--- src/fqs_pkg.sv ---
// fqs_pkg: shared types and codes for the fifo queue with search
// used by fqs_ctrl, fqs_datapath and fifo_queue_with_search_core
package fqs_pkg;

  localparam int VALUE_W = 32;
  localparam int POS_W   = 6;

  typedef enum logic [1:0] {
    CMD_ENQ    = 2'd0,
    CMD_DEQ    = 2'd1,
    CMD_SEARCH = 2'd2,
    CMD_DUMP   = 2'd3
  } cmd_t;

  typedef enum logic [2:0] {
    ST_INSERTED = 3'd0,
    ST_REMOVED  = 3'd1,
    ST_EMPTY    = 3'd2,
    ST_FULL     = 3'd3,
    ST_MATCH    = 3'd4,
    ST_NOMATCH  = 3'd5,
    ST_LISTED   = 3'd6
  } status_t;

  typedef enum logic [1:0] {
    FSM_IDLE,
    FSM_CHECK,
    FSM_WALK,
    FSM_FINISH
  } state_t;

  // controller to datapath
  typedef struct packed {
    logic    load;         // latch the incoming request
    logic    emit;         // load a single result with emit_status
    status_t emit_status;
    logic    push;         // write value at the rear
    logic    start;        // clear walk counters
    logic    walk;         // step through the entries
    logic    pop;          // drop the front entry
    logic    finish;       // close a search run
  } ctrl_cmd_t;

  // datapath to controller
  typedef struct packed {
    cmd_t cmd;
    logic empty;
    logic full;
    logic out_free;
    logic walk_done;
  } dp_stat_t;

endpackage

--- src/fqs_ctrl.sv ---
// fqs_ctrl: request sequencing state machine
// depends on fqs_pkg; drives fqs_datapath through ctrl_cmd_t
module fqs_ctrl
  import fqs_pkg::*;
(
  input  logic      clk,
  input  logic      rst,
  input  logic      s_tvalid,
  output logic      s_tready,
  input  dp_stat_t  stat,
  output ctrl_cmd_t cmd
);

  state_t state, state_next;

  always_ff @(posedge clk) begin
    if (rst) begin
      state <= FSM_IDLE;
    end else begin
      state <= state_next;
    end
  end

  always_comb begin
    state_next = state;
    cmd        = '0;
    s_tready   = 1'b0;
    case (state)
      FSM_IDLE: begin
        s_tready = 1'b1;
        if (s_tvalid) begin
          cmd.load   = 1'b1;
          state_next = FSM_CHECK;
        end
      end
      FSM_CHECK: begin
        if (stat.cmd == CMD_ENQ) begin
          if (stat.out_free) begin
            cmd.emit = 1'b1;
            if (stat.full) begin
              cmd.emit_status = ST_FULL;
            end else begin
              cmd.push        = 1'b1;
              cmd.emit_status = ST_INSERTED;
            end
            state_next = FSM_IDLE;
          end
        end else if (stat.empty) begin
          if (stat.out_free) begin
            cmd.emit        = 1'b1;
            cmd.emit_status = ST_EMPTY;
            state_next      = FSM_IDLE;
          end
        end else begin
          cmd.start  = 1'b1;
          state_next = FSM_WALK;
        end
      end
      FSM_WALK: begin
        cmd.walk = 1'b1;
        if (stat.walk_done) begin
          if (stat.cmd == CMD_DEQ) begin
            cmd.pop    = 1'b1;
            state_next = FSM_IDLE;
          end else if (stat.cmd == CMD_SEARCH) begin
            state_next = FSM_FINISH;
          end else begin
            state_next = FSM_IDLE;
          end
        end
      end
      FSM_FINISH: begin
        if (stat.out_free) begin
          cmd.finish = 1'b1;
          state_next = FSM_IDLE;
        end
      end
      default: begin
        state_next = FSM_IDLE;
      end
    endcase
  end

endmodule

--- src/fqs_datapath.sv ---
// fqs_datapath: entry ring memory, pointers, walk stage and result register
// depends on fqs_pkg; steered by fqs_ctrl
module fqs_datapath
  import fqs_pkg::*;
#(
  parameter int DEPTH = 16
) (
  input  logic                clk,
  input  logic                rst,
  input  logic [VALUE_W-1:0]  s_tdata,
  input  logic [1:0]          s_tuser,
  input  ctrl_cmd_t           cmd,
  output dp_stat_t            stat,
  input  logic                m_tready,
  output logic                m_tvalid,
  output logic [39:0]         m_tdata,
  output logic [2:0]          m_tuser,
  output logic                m_tlast
);

  localparam int OCC_W = $clog2(DEPTH + 1);
  localparam int PTR_W = $clog2(DEPTH);

  function automatic logic [PTR_W-1:0] ring_slot(input logic [PTR_W-1:0] base,
                                                 input logic [OCC_W-1:0] ofs);
    logic [OCC_W:0] sum;
    sum = (OCC_W+1)'(base) + (OCC_W+1)'(ofs);
    if (sum >= (OCC_W+1)'(DEPTH)) begin
      sum = sum - (OCC_W+1)'(DEPTH);
    end
    return sum[PTR_W-1:0];
  endfunction

  logic [VALUE_W-1:0] mem [DEPTH];

  logic [PTR_W-1:0]   head;
  logic [OCC_W-1:0]   occ;
  cmd_t               cmd_r;
  logic [VALUE_W-1:0] val_r;

  // walk stage
  logic [OCC_W-1:0]   idx;
  logic               p_valid;
  logic [VALUE_W-1:0] p_data;
  logic [PTR_W-1:0]   p_pos;
  logic               hold_valid;
  logic [PTR_W-1:0]   hold_pos;

  logic [OCC_W-1:0]   walk_len;
  logic               p_match;
  logic               needs_out;
  logic               p_move;
  logic               issue;
  logic               out_free;

  logic               out_load;
  status_t            out_status_next;
  logic [VALUE_W-1:0] out_value_next;
  logic [POS_W-1:0]   out_pos_next;
  logic               out_last_next;

  logic [VALUE_W-1:0] out_value;
  logic [POS_W-1:0]   out_pos;

  assign walk_len  = (cmd_r == CMD_DEQ) ? OCC_W'(1) : occ;
  assign out_free  = !m_tvalid || m_tready;
  assign p_match   = (p_data == val_r);
  // a search match is held back until the next one shows whether it is last
  assign needs_out = p_valid && ((cmd_r != CMD_SEARCH) || (p_match && hold_valid));
  assign p_move    = cmd.walk && (!needs_out || out_free);
  assign issue     = p_move && (idx < walk_len);

  assign stat.cmd       = cmd_r;
  assign stat.empty     = (occ == '0);
  assign stat.full      = (occ == OCC_W'(DEPTH));
  assign stat.out_free  = out_free;
  assign stat.walk_done = (idx == walk_len) && !p_valid;

  // request latch and queue pointers
  always_ff @(posedge clk) begin
    if (cmd.load) begin
      cmd_r <= cmd_t'(s_tuser);
      val_r <= s_tdata;
    end
  end

  always_ff @(posedge clk) begin
    if (rst) begin
      head <= '0;
      occ  <= '0;
    end else if (cmd.push) begin
      occ <= occ + OCC_W'(1);
    end else if (cmd.pop) begin
      head <= (head == PTR_W'(DEPTH - 1)) ? '0 : head + PTR_W'(1);
      occ  <= occ - OCC_W'(1);
    end
  end

  // entry memory, one write and one registered read port
  always_ff @(posedge clk) begin
    if (cmd.push) begin
      mem[ring_slot(head, occ)] <= val_r;
    end
  end

  always_ff @(posedge clk) begin
    if (issue) begin
      p_data <= mem[ring_slot(head, idx)];
      p_pos  <= idx[PTR_W-1:0];
    end
  end

  always_ff @(posedge clk) begin
    if (rst) begin
      idx        <= '0;
      p_valid    <= 1'b0;
      hold_valid <= 1'b0;
    end else if (cmd.start) begin
      idx        <= '0;
      p_valid    <= 1'b0;
      hold_valid <= 1'b0;
    end else if (p_move) begin
      p_valid <= issue;
      if (issue) begin
        idx <= idx + OCC_W'(1);
      end
      if (p_valid && (cmd_r == CMD_SEARCH) && p_match) begin
        hold_valid <= 1'b1;
      end
    end
  end

  always_ff @(posedge clk) begin
    if (p_move && p_valid && (cmd_r == CMD_SEARCH) && p_match) begin
      hold_pos <= p_pos;
    end
  end

  // result selection
  always_comb begin
    out_load        = 1'b0;
    out_status_next = ST_INSERTED;
    out_value_next  = '0;
    out_pos_next    = '0;
    out_last_next   = 1'b1;
    if (cmd.emit) begin
      out_load        = 1'b1;
      out_status_next = cmd.emit_status;
    end else if (cmd.finish) begin
      out_load = 1'b1;
      if (hold_valid) begin
        out_status_next = ST_MATCH;
        out_value_next  = val_r;
        out_pos_next    = POS_W'(hold_pos);
      end else begin
        out_status_next = ST_NOMATCH;
      end
    end else if (p_move && needs_out) begin
      out_load = 1'b1;
      case (cmd_r)
        CMD_DEQ: begin
          out_status_next = ST_REMOVED;
          out_value_next  = p_data;
        end
        CMD_SEARCH: begin
          out_status_next = ST_MATCH;
          out_value_next  = val_r;
          out_pos_next    = POS_W'(hold_pos);
          out_last_next   = 1'b0;
        end
        CMD_DUMP: begin
          out_status_next = ST_LISTED;
          out_value_next  = p_data;
          out_pos_next    = POS_W'(p_pos);
          out_last_next   = ((OCC_W'(p_pos) + OCC_W'(1)) == occ);
        end
        default: begin
          out_status_next = ST_INSERTED;
        end
      endcase
    end
  end

  always_ff @(posedge clk) begin
    if (rst) begin
      m_tvalid <= 1'b0;
    end else if (out_load) begin
      m_tvalid <= 1'b1;
    end else if (m_tready) begin
      m_tvalid <= 1'b0;
    end
  end

  always_ff @(posedge clk) begin
    if (out_load) begin
      m_tuser   <= out_status_next;
      out_value <= out_value_next;
      out_pos   <= out_pos_next;
      m_tlast   <= out_last_next;
    end
  end

  assign m_tdata = {2'b00, out_pos, out_value};

`ifndef ASSERT_OFF
  a_occ_bound: assert property (@(posedge clk) disable iff (rst)
    occ <= OCC_W'(DEPTH))
    else $error("occupancy beyond depth");

  a_load_free: assert property (@(posedge clk) disable iff (rst)
    out_load |-> (!m_tvalid || m_tready))
    else $error("result register overwritten while stalled");

  a_push_room: assert property (@(posedge clk) disable iff (rst)
    cmd.push |-> !stat.full)
    else $error("write into a full queue");

  a_pop_data: assert property (@(posedge clk) disable iff (rst)
    cmd.pop |-> !stat.empty)
    else $error("removal from an empty queue");

  a_idx_bound: assert property (@(posedge clk) disable iff (rst)
    cmd.walk |-> (idx <= walk_len))
    else $error("walk index past the run length");
`endif

endmodule

--- src/fifo_queue_with_search_core.sv ---
// fifo_queue_with_search_core: top level of the bounded queue with search
// depends on fqs_pkg, fqs_ctrl and fqs_datapath
//
// a bounded first-in first-out queue of DEPTH signed 32-bit entries kept in a
// ring memory. each request carries a command in s_tuser and a value in
// s_tdata: enqueue gives one inserted or full result, dequeue one removed or
// empty result, search one match result per equal entry (front first, with
// its position) or a single no-match / empty result, and dump one listed
// result per entry or a single empty result. m_tlast marks the final result
// of a request. one request is handled at a time; the walk is set by the single
// read port of the entry memory, which streams one entry per cycle unless a
// result has to wait for the output register. a stalled m_tready holds the
// walk where it is; the next request is taken once the last result has been
// loaded into the output register, while that result may still wait.
module fifo_queue_with_search_core
  import fqs_pkg::*;
#(
  parameter int DEPTH = 16   // 2 to 64 entries
) (
  input  logic        clk,
  input  logic        rst,
  input  logic        s_tvalid,
  output logic        s_tready,
  input  logic [31:0] s_tdata,   // value
  input  logic [1:0]  s_tuser,   // command
  output logic        m_tvalid,
  input  logic        m_tready,
  output logic [39:0] m_tdata,   // item_value, position, zero fill
  output logic [2:0]  m_tuser,   // status
  output logic        m_tlast
);

  // command and status bundles between controller and datapath
  ctrl_cmd_t ctrl_cmd;
  dp_stat_t  dp_stat;

  // sequencing of each request
  fqs_ctrl u_ctrl (
    .clk      (clk),
    .rst      (rst),
    .s_tvalid (s_tvalid),
    .s_tready (s_tready),
    .stat     (dp_stat),
    .cmd      (ctrl_cmd)
  );

  // ring memory, pointers, walk stage and result register
  fqs_datapath #(
    .DEPTH (DEPTH)
  ) u_datapath (
    .clk      (clk),
    .rst      (rst),
    .s_tdata  (s_tdata),
    .s_tuser  (s_tuser),
    .cmd      (ctrl_cmd),
    .stat     (dp_stat),
    .m_tready (m_tready),
    .m_tvalid (m_tvalid),
    .m_tdata  (m_tdata),
    .m_tuser  (m_tuser),
    .m_tlast  (m_tlast)
  );

endmodule

--- config.mk ---
export PLATFORM = sky130hd
export DESIGN_NAME = fifo_queue_with_search_core
export DESIGN_NICKNAME = d
export VERILOG_FILES = /design/src/fqs_pkg.sv /design/src/fqs_ctrl.sv /design/src/fqs_datapath.sv /design/src/fifo_queue_with_search_core.sv
export SDC_FILE = /design/constraint.sdc
export NUM_CORES = 1
export LEC_CHECK = 0
export CORE_MARGIN = 1.5
export CORE_UTILIZATION = 55
export CTS_BUF_LIST = sky130_fd_sc_hd__clkbuf_8
export DETAILED_ROUTE_END_ITERATION = 12
export DONT_BUFFER_PORTS = 1
export PLACE_DENSITY = 0.7
export SETUP_SLACK_MARGIN = 0.5
export SYNTH_ARGS = -nofsm -noshare
export SYNTH_HDL_FRONTEND = slang
export SYNTH_SLANG_ARGS = --single-unit
--- constraint.sdc ---
create_clock -name clk -period 5.7 [get_ports clk]
set_clock_uncertainty 0.1 [all_clocks]
set_input_delay 0.57 -clock clk [delete_from_list [all_inputs] [get_ports clk]]
set_output_delay 0.57 -clock clk [all_outputs]
set_load 0.005 [all_outputs]
### After elaboration in Yosys (flattened, before gate mapping)

Memory sizes are Yosys's and may differ from the RTL's. A register that Yosys moved wholly into a read port is not among the register bits.
Cells that the tools add are included.

* input port bits: 38
* bits in writable memories: 512
* bits in registers: 103
* logic and storage cells: 128
* memories kept: 1

* add/subtract/negate cells: 9
* bitwise operators: 2
* muxes and demuxes: 55
* $lt $le $gt $ge: 3
* reduce and logical (&&, ||, !) cells: 29
* equal/unequal tests: 14

Memories
* u_datapath.mem: words 16, bits a word 32, read ports 1, clocked after memory_dff 1, wr ports 1, line fqs_datapath.sv:34 `logic [VALUE_W-1:0] mem [DEPTH];`

Operators by type and width (number)
* 2-to-1 mux 32 bit: 3
* one-hot mux 32 bit (2 select lines): 1
* 2-to-1 mux 4 bit: 9
* equality test 32 bit: 1
* 2-to-1 mux 5 bit: 4
* 2-to-1 mux 1 bit: 19
* 2-to-1 mux 2 bit: 9
* 2-to-1 mux 6 bit: 3
* adder 4 x 5 -> 6 bit: 2
* greater-or-equal comparator 6 x 5 -> 1 bit, second input constant: 2
* logical AND 1 bit: 11
* adder 5 x 1 -> 5 bit, second input constant: 2
* equality test 5 bit: 2
* 2-to-1 mux 3 bit: 3
* one-hot mux 3 bit (3 select lines): 1
* equality test 2 bit, second input constant: 4
* one-hot mux 2 bit (4 select lines): 1
* one-hot mux 4 bit (2 select lines): 1
* AND reduction 2 bit: 4
* subtractor 4 x 1 -> 4 bit, second input constant: 2
* != test 2 bit, second input constant: 3
* adder 4 x 1 -> 5 bit, second input constant: 1
* equality test 5 bit, second input constant: 1
* zero test 5 bit: 1
* 13 further kinds: 22

### Longest topological paths before layout

Gate-level depths: netlist of run 1.

* word-level depth: 12
* gate-level depth with buffers: 12
* mapped depth without buffers: 11

### Hierarchy

From an unflattened synthesis of run 1, not the netlist that was laid out.

* cells, all modules: 1294
* area total of the unflattened synthesis: 25329.3 µm²

By module, submodules not included
* fqs_datapath: sequential area each 19138.4 µm², instances 1, area each 25115.3 µm², cells each 1261
* fqs_ctrl: sequential area each 40.0 µm², instances 1, area each 214.0 µm², cells each 33

### Least setup slack after synthesis of run 1

No wires, ideal clock.

* path kind: reg2reg
* start: register u_datapath.cmd_r[1]
* end: register u_datapath.idx[3]
* cell stages (with the launch flop): 12
* clock period less this slack: 3901 ps
* arrival: 3680 ps
* setup time: 121 ps
* slack: 1799 ps
* cells stage by stage: edfxtp_1 buf_2 nand2b_1 nand2_1 ha_1 nor2b_1 o21a_1 o21a_1 o21a_1 a2111oi_4 nand4_1 mux2i_1

* cells in the longest elaborated chain, start to end: 8
* elaborated cells on any way between the ends: 15
* classes of those cells: 1 x order compare; 2 x eq/ne; 3 x mux; 9 x reduce/logical

RTL lines
* start, declared: line fqs_datapath.sv:38 `cmd_t cmd_r;`
* start signal, assigned: line fqs_datapath.sv:82 `cmd_r <= cmd_t'(s_tuser);`
* parallel branches: the longest is 6 deep, another holds < comparator 5 bit
* logical AND 1 bit (*): line fqs_datapath.sv:71 `assign issue = p_move && (idx < walk_len);`
* via u_datapath.issue: line fqs_datapath.sv:53 `logic issue;`
* AND reduction 2 bit (no line) (*)
* end signal, assigned: line fqs_datapath.sv:125 `idx <= idx + OCC_W'(1);`
* end, declared: line fqs_datapath.sv:42 `logic [OCC_W-1:0] idx;`

Mark *: on every way through the listed nets, which the timed path passes.
A chain may end at the register's enable or synchronous reset.

### Worst setup path in the final report of run 1

* start: register u_datapath.val_r[19]
* end: register u_datapath.out_value[7], enable pin

* cells in the longest elaborated chain, start to end: 11

RTL lines
* start, declared: line fqs_datapath.sv:39 `logic [VALUE_W-1:0] val_r;`
* start signal, assigned: line fqs_datapath.sv:83 `val_r <= s_tdata;`
* equality test 32 bit (*): line fqs_datapath.sv:67 `assign p_match = (p_data == val_r);`
* logical AND 1 bit (*): line fqs_datapath.sv:69 `assign needs_out = p_valid && ((cmd_r != CMD_SEARCH) || (p_match && hold_valid));`
* logical OR 1 bit (*): line fqs_datapath.sv:69
* logical AND 1 bit (*): line fqs_datapath.sv:69
* zero test 1 bit: line fqs_datapath.sv:70 `assign p_move = cmd.walk && (!needs_out || out_free);`
* logical OR 1 bit: line fqs_datapath.sv:70
* logical AND 1 bit: line fqs_datapath.sv:70
* logical AND 1 bit (*): line fqs_datapath.sv:158 `end else if (p_move && needs_out) begin`
* 2-to-1 mux 1 bit (*): line fqs_datapath.sv:158
* 2-to-1 mux 1 bit (*): line fqs_datapath.sv:149 `end else if (cmd.finish) begin`
* 2-to-1 mux 1 bit (*): line fqs_datapath.sv:146 `if (cmd.emit) begin`
* via u_datapath.out_load: line fqs_datapath.sv:56 `logic out_load;`
* end signal, assigned: line fqs_datapath.sv:197 `out_value <= out_value_next;`
* end, declared: line fqs_datapath.sv:62 `logic [VALUE_W-1:0] out_value;`

The timed path passes the listed nets; every way through them passes the cells marked *.

==> results of run 1 <==
==> area by class of cell <==
type	count	area share, %
Sequential cell	645	67.4
Timing Repair Buffer	66	2.14
Inverter	8	0.106
Tap cell	600	2.64
Clock buffer	102	4.94
Clock inverter	77	1.69
Multi-Input combinational cell	564	21.1
==> registers in the layout, indices dropped and copies added, names as in the netlist <==
register	flops
u_datapath.m_tvalid	1
u_datapath.out_value	32
u_datapath.m_tlast	1
u_datapath.val_r	32
u_datapath.mem	512
u_datapath.cmd_r	2
u_datapath.p_valid	1
u_datapath.p_data	32
u_ctrl.state	2
u_datapath.hold_pos	4
u_datapath.hold_valid	1
u_datapath.occ	5
u_datapath.out_pos	4
u_datapath.p_pos	4
u_datapath.head	4
u_datapath.idx	5
u_datapath.m_tuser	3
==> worst min-delay path, stage by stage <==
cell and delay (ns):
nor2_1 0.08, a211o_1 0.11, a221oi_1 0.06
==> through the flow <==
step / util (%) / total power, uW
3_3_place_gp: 57.7 / 5790
6_report: 62.7 / 9410
4_1_cts: 62.7 / 9490
2_1_floorplan: - / 5660
3_5_place_dp: 57.7 / 5800
5_1_grt: 62.7 / 9710
==> cell families (layout without fill, tap and decap cells) <==
family / Yosys count / in the layout / synth area share, %
AOI/OAI and AO/OA: 142 / 142 / 4.26
xor gates and xnor gates: 52 / 52 / 1.80
adders and majority gates: 20 / 20 / 1.08
buffers and inverters: 71 / 253 / 1.34
DFF: 645 / 645 / 75.8
muxes: 135 / 135 / 11.7
other: 1 / 4 / 0.0148
and+or+nand+nor: 211 / 211 / 4.03
==> worst paths after layout <==
check | slack [ns] | cells after the start | startpoint | to
worst max-delay path | 1.96 | 7 | u_datapath.val_r[19] | u_datapath.out_value[7]
worst min-delay path | 0.12 | 3 | s_tvalid | u_ctrl.state[0]
worst max register to register | 1.96 | 7 | u_datapath.val_r[19] | u_datapath.out_value[7]
worst min register to register | 0.38 | 2 | u_datapath.idx[4] | u_datapath.idx[4]
==> per-layer routing <==
layer / up-vias / track usage (%)
met3: 90 / 5.16
met5: - / 0
met1: 6624 / 33.7
met2: 609 / 39.8
li1: 5435 / -
met4: 4 / 7.34
==> cell usage after synthesis, types with 2 or more instances <==
library cell / n
a22o_1: 36
a31oi_1: 33
buf_2: 21
buf_4: 4
buf_1: 3
a21oi_1: 13
o21a_1: 5
or3_1: 3
dfxtp_1: 19
clkbuf_1: 31
ha_1: 17
xnor2_1: 23
nor2_1: 38
nor4_1: 3
inv_1: 8
nand4_1: 6
nand4b_1: 2
a21o_1: 6
nand3_1: 8
o311ai_0: 2
and2_1: 35
nor2b_1: 4
edfxtp_1: 626
nor3_1: 5
fa_1: 3
a211oi_1: 34
o21ai_0: 3
xor2_1: 29
mux4_2: 128
nor4_2: 3
nand2_1: 92
and4_1: 2
a21oi_2: 2
and4b_1: 2
mux2i_1: 7
nand2b_1: 5
buf_6: 4
==> power groups by stage <==
stage / Sequential [uW] / Clock, uW / Combinational [uW]
2_1_floorplan: 5490 / 0 / 178
3_5_place_dp: 5550 / 0 / 250
4_1_cts: 5450 / 3760 / 273
6_report: 5450 / 3680 / 269
5_1_grt: 5460 / 3950 / 291
3_3_place_gp: 5540 / 0 / 247
==> metrics.md, run 1 <==
| Metric | Value |
|---|---|
| Worst Hold Class | `in2reg` |
| Sw Share | `21.8%` |
| RSZ-0062 raised after global routing | `no` |
| Synthesis Warnings | `0` |
| First-pass GRT wire length | `83000 um` |
| Crit path buf inv count | `1` |
| Antenna violations before repair | `2` |
| Share of layout cells above drive strength 1 | `21.6%` |
| CTS tree | `yes` |
| GRT Overall Usage | `24.5%` |
| Clock sinks | `645` |
| Worst setup slack after layout | `1.96 ns` |
| Routed WL | `56200 um` |
| Clock-pin slew on the worst setup and hold paths | `0.06 ns` |
| Status | `complete, no violations` |
| Metal-1 WL | `22300 um` |
| VDD IR max | `0.000243 V` |
| Placed cell areas | `26200 sq um` |
| Met3 routed WL | `4720 um` |
| WS Path Type | `reg2reg` |
| Critical path launch point type | `flip-flop` |
| Design area | `28400 sq um` |
| Die area | `47300 sq um` |
| Crit path cell chain | `xor2_1, nor4_1, nand4_1, o31ai_4, and2_1, o21bai_4, buf_4` |
| Die X | `217 um` |
| Logic pwr share | `2.9%` |
| Num CTS Buffers | `99` |
| Non-Filler Instances | `2062` |
| Synth Cell Area | `25300 sq um` |
| Mean number of vias per cell | `6.19` |
| Largest cells by area after synthesis | `edfxtp_1 (74%), mux4_2 (11%), dfxtp_1 (1.5%)` |
| Main flop type after synthesis | `edfxtp_1` |
| Sequential element share of the synthesized area | `75.8%` |
| Fin nets | `1442` |
| H-tree level count | `3` |
| Syn Inst Count | `1277` |
| Internal power | `7360 uW` |
| Routed wire per std cell | `27.2 um` |
| GP Congestion | `0.813` |
| Endpoints failing hold | `0` |
| Area grow syn2layout | `12.4%` |
| Worst-path fanout max | `39` |
| Final worst-path cycle share | `65.5%` |
| Clock power frac | `39.2%` |
| Largest net degree at the start of global routing | `65` |
| Max-cap violations | `0` |
| Asr flop ratio synth | `0%` |
| Slew Limit Fails | `0` |
| Reg area | `19200 sq um` |
| Drc violations | `0` |
| Post-route setup TNS | `0 ns` |
| Starting density of the core | `55.7%` |
| Pleak | `0.00915 uW` |
| Grt ovf | `0` |
| Post-synth EDFFs | `626` |
| Post_cts resized | `0` |
| Port Buffers | `0` |
| Setup Viol. Count Final | `0` |
| Pre-CTS setup slack | `1.94 ns` |
| FMAX | `0.268 GHz` |
| Multi-input gate area | `5990 sq um` |
| CP delay by family, top | `simple AND/OR/NAND/NOR gates` |
| Slew margin rel. | `29.4%` |
| Sequential cell fraction of total power | `58.0%` |
| Io pins | `84` |
| Hold-fix buffers, CTS | `35` |
| Initial DRC count | `1473` |
| Worst-Skew Late Latency | `0.68 ns` |
| CTS root buf | `clkbuf_8` |
| Critical-path top delay cell | `edfxtp_1` |
| Setup repair bufs after CTS | `0` |
| Met2 wire length | `27800 um` |
| Post-synth top area share | `74.3%` |
| Core box area | `45400 sq um` |
| Post-Syn Area per Cell | `19.8 sq um` |
| Most frequent cells in the layout | `edfxtp_1 (626), mux4_2 (128), clkbuf_8 (102), nand2_1 (92), a22o_1 (36)` |
| Drt pass-1 iters | `5` |
| Register bit total from synthesis | `645` |
| CP Capture Type | `flip-flop` |
| Power per cell area | `331 nW/um^2` |
| Sw power | `2050 uW` |
| Placed cells | `1848` |
| Clock buffer depth | `3` |
| Antenna cell count | `0` |
| WHS | `0.116 ns` |
| CP peak stage delay | `0.65 ns` |
| CP arrival | `3.93 ns` |
| Commonest non-fill, non-tap cell in the layout | `edfxtp_1` |
| Post-synthesis cell type count | `49` |
| Crit path required time | `5.90 ns` |
| Uppermost layer routed | `met5` |
| Die Y | `217 um` |
| Synth area leader | `edfxtp_1` |
| FILL cells | `3137` |
| DR vias | `12800` |
| Hpwl dp | `31100 um` |
| Min cycle time layout | `3.74 ns` |
| Final ANT Viol Nets | `0` |
| Vias in the first global route | `13000` |
| Least-Margin Pin Slew | `1.06 ns` |
| Cell Rows | `78` |
Power figures use the tool's default switching activity.
==> run 2, diff against run 1 <==
Settings changed: PLACE_DENSITY 0.7 to 0.73.
Clock period 5.7 ns to 3.35 ns, I/O delays scaled along.
==> metrics.md, run 2 (same netlist as run 1, synthesis figures left out) <==
| Metric | Value |
|---|---|
| Status | `complete, no violations` |
| CTS tree | `yes` |
| Worst-path fanout max | `7` |
| Most frequent cells in the layout | `edfxtp_1 (626), mux4_2 (128), clkbuf_8 (103), buf_4 (98), nand2_1 (89)` |
| Die area | `47300 sq um` |
| H-tree level count | `3` |
| Multi-input gate area | `6300 sq um` |
| Critical Path End | `u_datapath.out_value[27]` |
| WHS | `0.0923 ns` |
| Reg2reg setup slack | `0.46 ns` |
| Hold Path Depth | `3` |
| Routed WL | `62700 um` |
| CP arrival | `3.16 ns` |
| Crit path cell chain | `xnor2_1, nand4_1, or3_4, o31ai_4, and2_4, o21bai_4, buf_12, buf_12` |
| Max-cap violations | `0` |
| Power per cell area | `535 nW/um^2` |
| Least-Margin Pin Slew | `0.922 ns` |
| Critical register-to-register path startpoint | `u_datapath.val_r[10]` |
| Largest net degree at the start of global routing | `65` |
| Num CTS Buffers | `100` |
| Hpwl dp | `32900 um` |
| Drc violations | `0` |
| Io pins | `84` |
| CP startpoint | `u_datapath.val_r[10]` |
| Worst path most repeated cell | `buf_12` |
| CP Capture Type | `flip-flop` |
| Grt ovf | `0` |
| Non-Filler Instances | `2193` |
| CTS root buf | `clkbuf_8` |
| Fin nets | `1567` |
| GRT Overall Usage | `26.4%` |
| Pre-CTS setup slack | `0.202 ns` |
| Number of flip-flops in the largest register | `512` |
| Slew margin rel. | `38.5%` |
| Slew Limit Fails | `0` |
| GP Congestion | `0.795` |
| Critical-path top delay cell | `edfxtp_1` |
| Worst-Skew Late Latency | `0.69 ns` |
| Worst Hold Class | `in2reg` |
| RR Endpoint | `u_datapath.out_value[27]` |
| Starting density of the core | `55.7%` |
| FMAX | `0.346 GHz` |
| DR vias | `13600` |
| Final ANT Viol Nets | `0` |
| Min cycle time layout | `2.89 ns` |
| VDD IR max | `0.000331 V` |
| Clock buffer depth | `3` |
| Placed cells | `1903` |
| Share of layout cells above drive strength 1 | `31.8%` |
| Initial DRC count | `1291` |
| Endpoints failing hold | `0` |
| Critical path launch point type | `flip-flop` |
| Placed cell areas | `26900 sq um` |
| Design area | `30400 sq um` |
| Commonest non-fill, non-tap cell in the layout | `edfxtp_1` |
| Mean number of vias per cell | `6.22` |
| Top reg by flops | `u_datapath.mem` |
| Vias in the first global route | `13600` |
| Total power | `16300 uW` |
| Reg area | `19200 sq um` |
| Clock-pin slew on the worst setup and hold paths | `0.07 ns` |
| Cell Rows | `78` |
| Pleak | `0.0101 uW` |
| Worst setup slack after layout | `0.463 ns` |
| Core box area | `45400 sq um` |
| WS Path Type | `reg2reg` |
| Die Y | `217 um` |
| RSZ-0062 raised after global routing | `yes` |
| CP peak stage delay | `0.44 ns` |
| Final worst-path cycle share | `86.2%` |
| Setup Viol. Count Final | `0` |
| First-pass GRT wire length | `88200 um` |
| Port Buffers | `0` |
| Crit path required time | `3.62 ns` |
| Routed wire per std cell | `28.6 um` |
| Drt pass-1 iters | `7` |
| Worst Reg-to-Reg Cells | `8` |
| Antenna violations before repair | `1` |
| Area grow syn2layout | `20.3%` |
| FILL cells | `2840` |
| Die X | `217 um` |
| Clock sinks | `645` |
==> run 2: changes by cell type in the layout (fill, tap and decap cells not counted), moves of 7 or more <==
cell	delta
buf_16	+7
buf_4	+69
a211oi_1	-29
and2_4	+8
buf_6	+10
buf_12	+24
and2_1	-8
a211oi_2	+29
clkbuf_16	+7
==> run 2: worst max-delay path, delay by kind of cell (launching register included) <==
kind            cells  cell delay (ns)
xor+xnor            1             0.40
flops               1             0.44
compound gates      2             0.43
buf+inv             2             0.35
simple gates        3             0.84
==> run 2: worst min-delay path by stage <==
stage,end,start,slack (ns)
after floorplan,u_ctrl.state[0],rst,0.31
after global placement,u_datapath.head[3],rst,0.31
after detailed placement,u_datapath.head[3],rst,0.31
after CTS,u_datapath.m_tuser[2],m_tready,0.02
after global routing,u_datapath.m_tuser[2],m_tready,0.10
final,u_datapath.m_tuser[2],m_tready,0.09
==> run 2: layout make-up <==
type	count	share of cell area (%)
clock buffer	103	4.66
antenna	1	0.00823
sequential	645	63.1
multi-input combinational	564	20.7
inverter	8	0.111
tap	600	2.47
timing repair buffer	190	7.33
clock inverter	82	1.64
==> run 2: power breakdown <==
group	switching (uW)	total, uW	internal, uW	leakage, uW
logic	463	790	327	0.00323
registers	109	9150	9040	0.00584
clock network	3060	6330	3270	0.00108
==> run 2: stage by stage <==
step                      utilization, %  TNS [ns]
final                               67.0         0
after global routing                67.0         0
after CTS                           65.6         0
after detailed placement            59.3         0
after global placement              59.3         0
after floorplan                        -     -9.61
==> run 2: routing by layer <==
layer | global-route usage [%] | wire [um] | up-vias | part of all wire [%]
met3 | 6.22 | 5920 | 115 | 9.4
met4 | 11.7 | 1930 | 0 | 3.1
met5 | 0 | 0 | - | 0
met1 | 35.1 | 24100 | 7045 | 38
met2 | 42.0 | 30700 | 768 | 49
li1 | - | - | 5702 | -
==> run 2: what timing repair did <==
action / 4_1_cts / 5_1_grt
hold buffers: 38 / 0
gates resized for setup: 26 / 61
endpoints found under the hold margin: 53 / 0
setup endpoints to repair: 286 / 217
pin swaps: 5 / 25
buffers inserted: 25 / 25
gates cloned: 7 / 9
